==> config.mk <==
export PLATFORM = sky130hd
export DESIGN_NAME = cgqr_ctrl
export DESIGN_NICKNAME = d
export VERILOG_FILES = /design/src/design/cgqr_pkg.sv /design/src/design/cgqr_ctrl.sv
export SDC_FILE = /design/constraint.sdc
export NUM_CORES = 1
export LEC_CHECK = 0
export ABC_AREA = 1
export BUFFER_PORTS_ARGS = -buffer_cell sky130_fd_sc_hd__buf_2
export CAP_MARGIN = 10
export CORE_ASPECT_RATIO = 1.2
export CORE_UTILIZATION = 50
export DETAILED_ROUTE_END_ITERATION = 8
export HOLD_SLACK_MARGIN = 0.03
export PLACE_DENSITY_LB_ADDON = 0.25
export REMOVE_ABC_BUFFERS = 1
export SLEW_MARGIN = 10
export SYNTH_ARGS = -nofsm -noshare
export SYNTH_HDL_FRONTEND = slang
export SYNTH_SLANG_ARGS = --single-unit
==> constraint.sdc <==
create_clock -name clk -period 2.5 [get_ports clk]
set_clock_uncertainty 0.15 [all_clocks]
set_input_delay 0.25 -clock clk [delete_from_list [all_inputs] [get_ports clk]]
set_output_delay 0.25 -clock clk [all_outputs]
set_load 0.01 [all_outputs]
==> src/design/cgqr_pkg.sv <==
// package: types, constants and helpers for the complex givens qr core
`timescale 1ns / 1ps
package cgqr_pkg;

  localparam int ROWS      = 4;
  localparam int COLS      = 4;
  localparam int FRAC_BITS = 16;

  localparam int DW        = 24;
  localparam int A_DEPTH   = ROWS * COLS;
  localparam int Q_DEPTH   = ROWS * ROWS;
  localparam int AAW       = (A_DEPTH > 1) ? $clog2(A_DEPTH) : 1;
  localparam int QAW       = (Q_DEPTH > 1) ? $clog2(Q_DEPTH) : 1;
  localparam int IW        = 3;
  localparam int LCW       = $clog2(A_DEPTH + 1);
  localparam int NORM_W    = 2 * DW + 2;
  localparam int SQ_STEPS  = NORM_W / 2;
  localparam int RW        = SQ_STEPS;
  localparam int NUM_W     = DW + FRAC_BITS + 1;
  localparam int PROD_W    = 2 * DW + 1;
  localparam int ACC_W     = PROD_W + 3;

  typedef logic signed [DW-1:0] dval_t;
  typedef struct packed {
    dval_t re;
    dval_t im;
  } cval_t;

  // controller -> datapath
  typedef struct packed {
    logic        load_wr;
    logic [AAW-1:0] load_addr;
    logic        q_init;
    logic [QAW-1:0] q_addr;
    logic        rd_a;
    logic [AAW-1:0] a_addr_x;
    logic [AAW-1:0] a_addr_y;
    logic        rd_q;
    logic [QAW-1:0] q_addr_x;
    logic [QAW-1:0] q_addr_y;
    logic        cap_piv;
    logic        coef_start;
    logic        upd_go;
    logic        upd_q;
    logic        emit_rd;
    logic        emit_q;
  } cmd_t;

  // datapath -> controller
  typedef struct packed {
    logic coef_done;
  } sts_t;

  function automatic dval_t sat_floor(input logic signed [ACC_W-1:0] v);
    logic signed [ACC_W-1:0] q;
    begin
      q = v >>> FRAC_BITS;
      if (q > $signed({{(ACC_W-DW){1'b0}}, {1'b0, {(DW-1){1'b1}}}}))
        sat_floor = {1'b0, {(DW-1){1'b1}}};
      else if (q < $signed({{(ACC_W-DW){1'b1}}, {1'b1, {(DW-1){1'b0}}}}))
        sat_floor = {1'b1, {(DW-1){1'b0}}};
      else
        sat_floor = q[DW-1:0];
    end
  endfunction

endpackage

==> src/design/cgqr_ctrl.sv <==
// controller: load, identity init, rotation sequencing and result emission
`timescale 1ns / 1ps
module cgqr_ctrl (
  input  logic                   clk,
  input  logic                   rst_n,
  input  logic                   start,
  output logic                   busy,
  output cgqr_pkg::cmd_t         cmd,
  input  cgqr_pkg::sts_t         sts,
  output logic                   emit_v,
  output logic                   emit_which,
  output logic [cgqr_pkg::IW-1:0] emit_row,
  output logic [cgqr_pkg::IW-1:0] emit_col,
  output logic                   emit_last
);
  import cgqr_pkg::*;

  typedef enum logic [8:0] {
    S_LOAD  = 9'b000000001,
    S_INIT  = 9'b000000010,
    S_PRD   = 9'b000000100,
    S_PCAP  = 9'b000001000,
    S_COEF  = 9'b000010000,
    S_UPDA  = 9'b000100000,
    S_UPDQ  = 9'b001000000,
    S_DRAIN = 9'b010000000,
    S_EMIT  = 9'b100000000
  } state_t;

  localparam int NCOL = (COLS < ROWS - 1) ? COLS : ROWS - 1;
  localparam int EMIT_N = Q_DEPTH + A_DEPTH;
  localparam int EW = $clog2(EMIT_N + 1);

  state_t st_r, st_nxt;
  logic [LCW-1:0] lc_r, lc_nxt;
  logic [QAW-1:0] qi_r, qi_nxt;
  logic [IW-1:0] i_r, i_nxt, j_r, j_nxt, k_r, k_nxt;
  logic ph_r, ph_nxt;
  logic [2:0] dr_r, dr_nxt;
  logic [EW-1:0] e_r, e_nxt;
  logic [IW-1:0] er_r, er_nxt, ec_r, ec_nxt;
  logic ev_r, ew_r, el_r;
  logic [IW-1:0] erow_r, ecol_r;
  logic [IW-1:0] ri1;

  assign busy = (st_r != S_LOAD);
  assign ri1 = i_r - IW'(1);
  assign emit_v = ev_r;
  assign emit_which = ew_r;
  assign emit_row = erow_r;
  assign emit_col = ecol_r;
  assign emit_last = el_r;

  always_comb begin
    st_nxt = st_r; lc_nxt = lc_r; qi_nxt = qi_r;
    i_nxt = i_r; j_nxt = j_r; k_nxt = k_r; dr_nxt = dr_r; ph_nxt = ph_r;
    e_nxt = e_r; er_nxt = er_r; ec_nxt = ec_r;
    cmd = '0;
    cmd.load_addr = AAW'(lc_r);
    cmd.q_addr = qi_r;
    unique case (st_r)
      S_LOAD: begin
        if (start) begin
          cmd.load_wr = 1'b1;
          if (lc_r == LCW'(A_DEPTH - 1)) begin
            lc_nxt = '0; qi_nxt = '0; st_nxt = S_INIT;
          end else begin
            lc_nxt = lc_r + LCW'(1);
          end
        end
      end
      S_INIT: begin
        cmd.q_init = 1'b1;
        qi_nxt = qi_r + QAW'(1);
        if (32'(qi_r) == Q_DEPTH - 1) begin
          j_nxt = '0; i_nxt = IW'(ROWS - 1);
          st_nxt = (NCOL > 0) ? S_PRD : S_EMIT;
          e_nxt = '0; er_nxt = '0; ec_nxt = '0;
        end
      end
      S_PRD: begin
        cmd.a_addr_x = AAW'(32'(ri1) * COLS + 32'(j_r));
        cmd.a_addr_y = AAW'(32'(i_r) * COLS + 32'(j_r));
        st_nxt = S_PCAP;
      end
      S_PCAP: begin
        cmd.cap_piv = 1'b1;
        cmd.coef_start = 1'b1;
        st_nxt = S_COEF;
      end
      S_COEF: begin
        k_nxt = '0;
        ph_nxt = 1'b0;
        if (sts.coef_done) st_nxt = S_UPDA;
      end
      // an entry pair is read only while ph_r is low, the stores have one write port
      S_UPDA: begin
        ph_nxt = !ph_r;
        if (!ph_r) begin
          cmd.rd_a = 1'b1;
          cmd.a_addr_x = AAW'(32'(ri1) * COLS + 32'(k_r));
          cmd.a_addr_y = AAW'(32'(i_r) * COLS + 32'(k_r));
        end else if (32'(k_r) == COLS - 1) begin
          k_nxt = '0; st_nxt = S_UPDQ;
        end else k_nxt = k_r + IW'(1);
      end
      S_UPDQ: begin
        ph_nxt = !ph_r;
        if (!ph_r) begin
          cmd.rd_q = 1'b1;
          cmd.q_addr_x = QAW'(32'(k_r) * ROWS + 32'(ri1));
          cmd.q_addr_y = QAW'(32'(k_r) * ROWS + 32'(i_r));
        end else if (32'(k_r) == ROWS - 1) begin
          dr_nxt = '0; st_nxt = S_DRAIN;
        end else k_nxt = k_r + IW'(1);
      end
      S_DRAIN: begin
        dr_nxt = dr_r + 3'd1;
        if (dr_r == 3'd4) begin
          if (32'(i_r) == 32'(j_r) + 1) begin
            if (32'(j_r) == NCOL - 1) st_nxt = S_EMIT;
            else begin
              j_nxt = j_r + IW'(1); i_nxt = IW'(ROWS - 1); st_nxt = S_PRD;
            end
          end else begin
            i_nxt = ri1; st_nxt = S_PRD;
          end
        end
      end
      S_EMIT: begin
        cmd.emit_rd = 1'b1;
        cmd.emit_q = (32'(e_r) < Q_DEPTH);
        cmd.q_addr_x = QAW'(32'(er_r) * ROWS + 32'(ec_r));
        cmd.a_addr_x = AAW'(32'(er_r) * COLS + 32'(ec_r));
        e_nxt = e_r + EW'(1);
        if (cmd.emit_q ? (32'(ec_r) == ROWS - 1) : (32'(ec_r) == COLS - 1)) begin
          ec_nxt = '0;
          er_nxt = (32'(er_r) == ROWS - 1) ? '0 : er_r + IW'(1);
        end else ec_nxt = ec_r + IW'(1);
        if (32'(e_r) == EMIT_N - 1) st_nxt = S_LOAD;
      end
      default: st_nxt = S_LOAD;
    endcase
  end

  always_ff @(posedge clk) begin
    if (!rst_n) begin
      st_r <= S_LOAD;
      lc_r <= '0;
      ev_r <= 1'b0;
      el_r <= 1'b0;
    end else begin
      st_r <= st_nxt;
      lc_r <= lc_nxt;
      ev_r <= cmd.emit_rd;
      el_r <= cmd.emit_rd && (32'(e_r) == EMIT_N - 1);
    end
    qi_r <= qi_nxt; i_r <= i_nxt; j_r <= j_nxt; k_r <= k_nxt; dr_r <= dr_nxt;
    ph_r <= ph_nxt;
    e_r <= e_nxt; er_r <= er_nxt; ec_r <= ec_nxt;
    ew_r <= !cmd.emit_q;
    erow_r <= er_r;
    ecol_r <= ec_r;
  end
endmodule

---- After elaboration in Yosys (flattened, before gate mapping) ----
Index checks and enable logic that the tools add are counted.
word-level totals
  memories kept ........................... 0
  RAM bits ................................ 0
  latch bits .............................. 0
  bits in registers ....................... 52
  logic and storage cells ................. 143
  output and inout bits ................... 44
  memory bits (read-only) ................. 0
operators by class
  add/subtract/negate cells ............... 17
  shift-type cells ........................ 0
  bitwise operators ....................... 0
  multiplexer cells ....................... 56
  order comparisons ....................... 1
  eq/ne operators ......................... 34
  reduce and logical (&&, ||, !) cells .... 19
  multipliers ............................. 0
  divide/modulo/power cells ............... 0
operators with widths
  operator                                               number
  2-to-1 mux 9 bit                                       14
  one-hot mux 9 bit (9 select lines)                     1
  2-to-1 mux 3 bit                                       17
  one-hot mux 3 bit (2 select lines)                     5
  adder 4 x 3 -> 4 bit                                   7
  inequality test 2 bit, second input constant           14
  one-hot mux 4 bit (2 select lines)                     3
  adder 3 x 1 -> 3 bit, second input constant            5
  equality test 3 x 2 -> 1 bit, second input constant    4
  2-to-1 mux 4 bit                                       3
  one-hot mux 4 bit (3 select lines)                     1
  one-hot mux 6 bit (2 select lines)                     1
  AND reduction 10 bit                                   1
  nonzero test 2 bit                                     5
  equality test 9 x 1 -> 1 bit, second input constant    1
  equality test 9 x 2 -> 1 bit, second input constant    1
  equality test 9 x 3 -> 1 bit, second input constant    1
  equality test 9 x 4 -> 1 bit, second input constant    1
  equality test 9 x 5 -> 1 bit, second input constant    1
  equality test 9 x 6 -> 1 bit, second input constant    1
  equality test 9 x 7 -> 1 bit, second input constant    1
  equality test 9 x 8 -> 1 bit, second input constant    1
  equality test 9 bit, second input constant             1
  inequality test 9 x 1 -> 1 bit, second input constant  1
  other kinds (26)                                       36

---- Logic depth before layout (Yosys ltp) ----
Gate-level depths: netlist of the first run.
  depth in word-level cells ............... 5
  depth in mapped cells ................... 11

---- Worst setup path after synthesis of the first run ----
OpenSTA, ideal clock, no wires.
  path type ............................... register -> register
  start ................................... reg j_r[0]
  end ..................................... reg j_r[0], enable pin
  stages on the path, launching flop included .. 8
  library setup time ...................... 0.345 ns
  clock period less this slack ............ 2.128 ns
  arrival ................................. 1.633 ns
  path slack .............................. 0.372 ns
  cell sequence ........................... edfxtp_1 -> ha_1 -> or2_2 -> nand3b_1 -> nand2_1 -> nor2_1 -> nor2_1 -> nor3_1
between the ends
  cells in the longest elaborated chain, start to end .. 4
  elaborated cells on any way between the ends .. 6
  classes of those cells .................. add/sub (1); eq/ne (4); reduce/logical (1)
RTL lines
  what                                    RTL line          RTL
  start: declaration                      cgqr_ctrl.sv:37   logic [IW-1:0] i_r, i_nxt, j_r, j_nxt, k_r, k_nxt;
  start signal: assignment                cgqr_ctrl.sv:158  qi_r <= qi_nxt; i_r <= i_nxt; j_r <= j_nxt; k_r <= k_nxt; dr_r <= dr_nxt;
  adder 3 x 1 -> 4 bit                    cgqr_ctrl.sv:120  if (32'(i_r) == 32'(j_r) + 1) begin
  equality test 3 x 4 -> 1 bit            cgqr_ctrl.sv:120
  inequality test 2 bit (no source line)  -
  AND reduction 5 bit (no source line) *  -
Every way passes the cells marked *; elsewhere a longest branch is shown, timed or not.
A chain may end at the register's enable or synchronous reset.

==> results of run 1 <==
kinds of logic after synthesis:
kind of cell / after synthesis / synth area share [%]
XOR/XNOR: 9 / 2.534
buffers and inverters: 72 / 9.654
AND/OR/NAND/NOR: 179 / 29.57
adder cells (fa/ha/maj): 22 / 8.849
other: 1 / 0.1206
flip-flops: 52 / 42.80
AO/OA/AOI/OAI: 34 / 6.476
cell type report:
cell class	count	area (um^2)	area share (%)
flip-flops and latches	52	1331	38.34
multi-input cells	246	1483	42.70
well taps	82	102.6	2.955
clock buffers	8	90.09	2.595
repair buffers	46	232.7	6.703
inverters	62	232.7	6.703
through the flow:
step                power [mW]  std cells
finish                   2.889        496
detailed placement       2.425        488
global placement         2.406        488
floorplan                2.135        360
global route             3.122        496
CTS                      2.908        496
power by group through the flow:
stage	combinational [mW]	sequential [mW]	clock, mW
detailed placement	1.25	1.17	0
global placement	1.24	1.16	0
finish	1.25	1.15	0.485
CTS	1.26	1.15	0.497
global route	1.43	1.17	0.525
floorplan	0.966	1.17	0
flip-flops by register name, indices dropped and copies added (netlist names):
signal,cells
st_r,9
e_r,6
lc_r,5
qi_r,4
dr_r,3
ec_r,3
emit_col,3
emit_row,3
er_r,3
i_r,3
j_r,3
k_r,3
emit_last,1
emit_v,1
emit_which,1
ph_r,1
cell usage in the layout (no fill, tap or decap), drive strengths merged, types with 4 or more instances in the layout:
cell    netlist  routed
nand3        20      20
clkbuf        0       8
xnor2         5       5
a21oi        13      13
o21ai        12      12
xor2          4       4
inv          61      61
buf          10      46
edfxtp       29      29
nor3          8       8
nor2         63      63
dfxtp        23      23
o22ai         5       5
ha           22      22
nand2        71      71
nand4         7       7
metal layers:
layer | vias to the layer above | wire length [um]
li1 | 1265 | -
met1 | 1121 | 2743
met2 | 41 | 3084
met3 | 11 | 133
met4 | 0 | 113
met5 | - | 0
worst min-delay path by stage:
stage | to | depth (start not counted) | slack, ps | start
detailed placement | emit_row[2] | 0 | 210 | er_r[2]
floorplan | st_r[0] | 1 | 180 | rst_n
finish | st_r[0] | 2 | 60 | rst_n
CTS | st_r[0] | 2 | 60 | rst_n
global route | st_r[0] | 2 | 70 | rst_n
global placement | emit_row[2] | 0 | 200 | er_r[2]
repair_timing:
item,CTS,global route
setup buffers,0,0
hold buffers,0,0
resized for setup,0,1
setup endpoints to repair,0,2
==> results.txt, run 1 <==
Clock buffer count from CTS: 5
Grt met1 use: 24.21%
Avg Cell Area, Syn: 8.429 um^2
Number of global-route vias before repair: 2287
Fin crit period: 2387 ps
Area Overhead vs Synth: 11.63%
Commonest cells in the netlist: nand2_1 (64), inv_1 (56), nor2_1 (52)
Clock Sinks: 52
Clock transition at path regs: 90 ps
Total GRT Usage: 20.34%
Antenna Nets Post-Route: 0
Dpl cell area: 3382 um^2
CP Launch Point: i_r[0]
# IOs: 48
F_max: 0.4190 GHz
Drt first pass iters: 4
Vias: 2438
Cell area after synthesis: 3110 um^2
GRT met3 Usage: 3.417%
GRT busiest layer: met2
Vias/cell: 4.915
Number of diodes: 0
Async SR Flop Fraction: 0%
Cells taking the most area after synthesis: edfxtp_1 (28%), dfxtp_1 (15%), ha_1 (8.8%), nand2_1 (7.7%), inv_1 (6.8%)
Critical Path Stages: 7
Leading area contributor after synthesis: edfxtp_1
Crit path top cell by count: ha_1
Sequential share of power: 39.8%
FF+latch count, synth: 52
Htree depth: 2
Die width: 74 um
Critical path arrival: 1990 ps
Largest net degree at the start of global routing: 15
CP bufs+invs: 2
PD cells: 832.0 nW/um^2
# rows: 31
Setup TNS: 0 ps
R2R Path Start: j_r[0]
Finished Core Util: 57.75%
Sequential element share of the synthesized area: 42.80%
Root cell of the clock tree: clkbuf_8
EDFF count, synth: 29
Yosys warns: 0
Required @ worst endpoint: 2100 ps
Critical path destination: cmd[13]
Reg2reg setup slack: 180 ps
DP Worst Slack: 189.2 ps
Die height: 88.40 um
Initial DRC Count: 83
Peak supply drop: 691.7 uV
Final Hold Fails: 0
Initial antenna violation count: 0
CTS tree: built
Synth top area share: 28.00%
Met2 Track Usage GR: 36.69%
Detailed placement HPWL: 4.818 mm
Worst R2R End: j_r[2]
Critical path launch point type: flip-flop
Slew Limit Fails: 0
Critical path type: reg -> out
Static Leak: 1.707 nW
Share of layout cells above drive strength 1: 21.26%
Post-Route Hold Slack: 62.85 ps
Clock power frac: 16.8%
Final worst-path cycle share: 95.47%
Sw Ratio: 41.00%
Cell family with most CP delay: flip-flops
Slowest-stage cell, CP: edfxtp_1
Core area: 6012 um^2
CP max stage delay: 480 ps
Most common flop cell mapped by yosys: edfxtp_1
Crit. End Element: primary output
Die footprint: 6542 um^2
Worst Hold Class: in -> reg
Cell variety after synth: 36
Critical Path Fanout Max: 6
Final Instance Area: 3472 um^2
R2R depth: 7
GRT overflow: 0
Max cap viols: 0
First-pass GRT wire length: 10.21 mm
Endpoints failing setup: 0
Status: finished, final reports clean
Most frequent cell after synthesis: nand2_1
Port bufs: 45
Initial Utilization: 51.74%
# DRC: 0
RSZ-0062 raised after global routing: false
Fill cell count: 549
Max Root-Sink Buffers: 2
Setup WS post-layout: 113.1 ps
Combinational share of power: 43.4%
Final Wtd Congestion: 0.8539
Worst skew pair latency: 300 ps
Mapped Cells: 369
Nets: 439
WL/cell: 12.25 um
Internal Power: 1.704 mW
Sw Pwr: 1.184 mW
Worst path cell trace: inv_2, ha_1, xor2_1, ha_1, xnor2_1, o21ai_0, buf_2
Final Routed Wirelength: 6.074 mm
Note: power is estimated with default switching activity, not from simulation.
==> run 2: changes to the inputs <==
--- a/config.mk
+++ b/config.mk
@@ -7,7 +7,7 @@
 export LEC_CHECK = 0
 export ABC_AREA = 1
 export BUFFER_PORTS_ARGS = -buffer_cell sky130_fd_sc_hd__buf_2
-export CAP_MARGIN = 10
+export CAP_MARGIN = 20
 export CORE_ASPECT_RATIO = 1.2
 export CORE_UTILIZATION = 50
 export DETAILED_ROUTE_END_ITERATION = 8
==> constraint.sdc (replaced) <==
create_clock -name clk -period 2.4 [get_ports clk]
set_clock_uncertainty 0.15 [all_clocks]
set_input_delay 0.24 -clock clk [delete_from_list [all_inputs] [get_ports clk]]
set_output_delay 0.24 -clock clk [all_outputs]
set_load 0.01 [all_outputs]
==> run 2 against run 1 <==
Worst setup slack got worse by 21 ps. Clock power rose by 3%. Via count rose by 1.6%. Critical path depth did not move. Combinational power rose by 9%. Highest routed layer unchanged. Power rose by 6.0%. First-iteration DRC count fell by 1.2%. Flip-flop and latch count did not move.
==> results.txt, run 2 (synthesis results as in run 1) <==
Root cell of the clock tree: clkbuf_8
Clock buffer count from CTS: 5
Slew Limit Fails: 0
Crit. End Element: primary output
Port bufs: 45
Fill cell count: 548
Worst Hold Class: in -> reg
Register area: 1331 um^2
R2R Path Start: j_r[0]
Antenna Nets Post-Route: 0
Worst Hold Path EP: st_r[0]
Critical Path Fanout Max: 5
Max cap viols: 0
Max Root-Sink Buffers: 2
Initial Utilization: 51.74%
Most common cell after layout, fill and taps aside: nand2_1
Drt first pass iters: 4
F_max: 0.4333 GHz
Peak supply drop: 574.8 uV
Top flop regs: st_r: 9 flops, e_r: 6 flops, lc_r: 5 flops
Die footprint: 6542 um^2
Die width: 74 um
Endpoints failing setup: 0
# hold bufs at CTS: 0
Final Hold Fails: 0
Placed insts: 488
Cells on Worst Hold Path: 2
Worst skew pair latency: 300 ps
Final worst-path cycle share: 96.17%
# DRC: 0
Final Routed Wirelength: 6.279 mm
R2R depth: 7
Setup WS post-layout: 91.87 ps
Critical path type: reg -> out
Clock Sinks: 52
Max reg flops: 9
Number of diodes: 0
Clock transition at path regs: 90 ps
# rows: 31
Required @ worst endpoint: 2010 ps
Initial DRC Count: 82
Finished Core Util: 59.13%
GRT overflow: 0
Number of global-route vias before repair: 2341
Largest net degree at the start of global routing: 16
PD cells: 861.2 nW/um^2
Initial antenna violation count: 0
Core area: 6012 um^2
Total GRT Usage: 20.70%
# IOs: 48
First-pass GRT wire length: 10.34 mm
Vias/cell: 4.893
Final Wtd Congestion: 0.8528
Fin crit period: 2308 ps
CTS tree: built
Critical path arrival: 1920 ps
Hold Crit Start: rst_n
Share of layout cells above drive strength 1: 23.58%
WL/cell: 12.41 um
Nets: 449
Post-Route Hold Slack: 55.28 ps
Vias: 2476
Reg2reg setup slack: 180 ps
Critical path launch point type: flip-flop
Commonest non-fill, non-tap cells in the layout: nand2_1 (63), inv_1 (55), nor2_1 (52)
Detailed placement HPWL: 4.869 mm
Status: finished, final reports clean
Largest Register: st_r
Area Overhead vs Synth: 14.28%
Pwr Total: 3.061 mW
Die height: 88.40 um
Htree depth: 2
Layout Cells excl Fill: 506
Static Leak: 1.761 nW
Area occupied by multi-input gates: 1490 um^2
Worst R2R End: j_r[0]
DP Worst Slack: 94.94 ps
-- run 2: worst max path at each step --
| stage | cells past startpoint | slack [ps] | to | from |
|---|---|---|---|---|
| final | 7 | 90 | cmd[12] | i_r[0] |
| after global routing | 8 | -10 | cmd[12] | st_r[4] |
| after CTS | 7 | 50 | cmd[13] | i_r[0] |
| after detailed placement | 7 | 90 | j_r[0] | j_r[0] |
| after global placement | 7 | 180 | j_r[2] | j_r[0] |
| after floorplan | 7 | 270 | j_r[0] | j_r[0] |
-- run 2: where the power goes --
part | total (mW) | switching [mW] | internal [mW]
sequential | 1.20 | 0.113 | 1.08
combinational | 1.36 | 0.870 | 0.493
clock | 0.501 | 0.270 | 0.232
total | 3.06 | 1.25 | 1.81
-- run 2: metal layers --
layer / vias up / share of wire (%) / track usage (%)
met5: - / 0 / 0
met4: 0 / 1.5 / 6.818
met3: 8 / 2.3 / 3.645
met2: 36 / 53 / 38.35
li1: 1279 / - / -
met1: 1153 / 43 / 23.72
-- run 2: timing repair --
action,in CTS,in global routing
pin swaps,0,1
endpoints found under the setup margin,2,7
gates resized for setup,1,2
setup buffers,0,10
-- run 2: worst max-delay path, stage by stage, from the launching register on --
cell and delay (ps):
edfxtp_1 480, inv_2 120, ha_1 160, xor2_1 220, ha_1 270, nand2_1 60
o21ai_0 130, buf_2 170
-- run 2: final cells by class --
class	instances	share of cell area [%]
sequential	52	37.45
clock inverter	1	0.1056
clock buffer	7	2.429
multi-input combinational	246	41.92
timing repair buffer	56	8.659
tap	82	2.886
inverter	62	6.547
-- run 2: through the flow --
step                      TNS, ps  area [um^2]
after floorplan                 0         3047
after global placement          0         3382
after detailed placement        0         3382
after CTS                       0         3472
after global routing       -16.15         3555
final                           0         3555
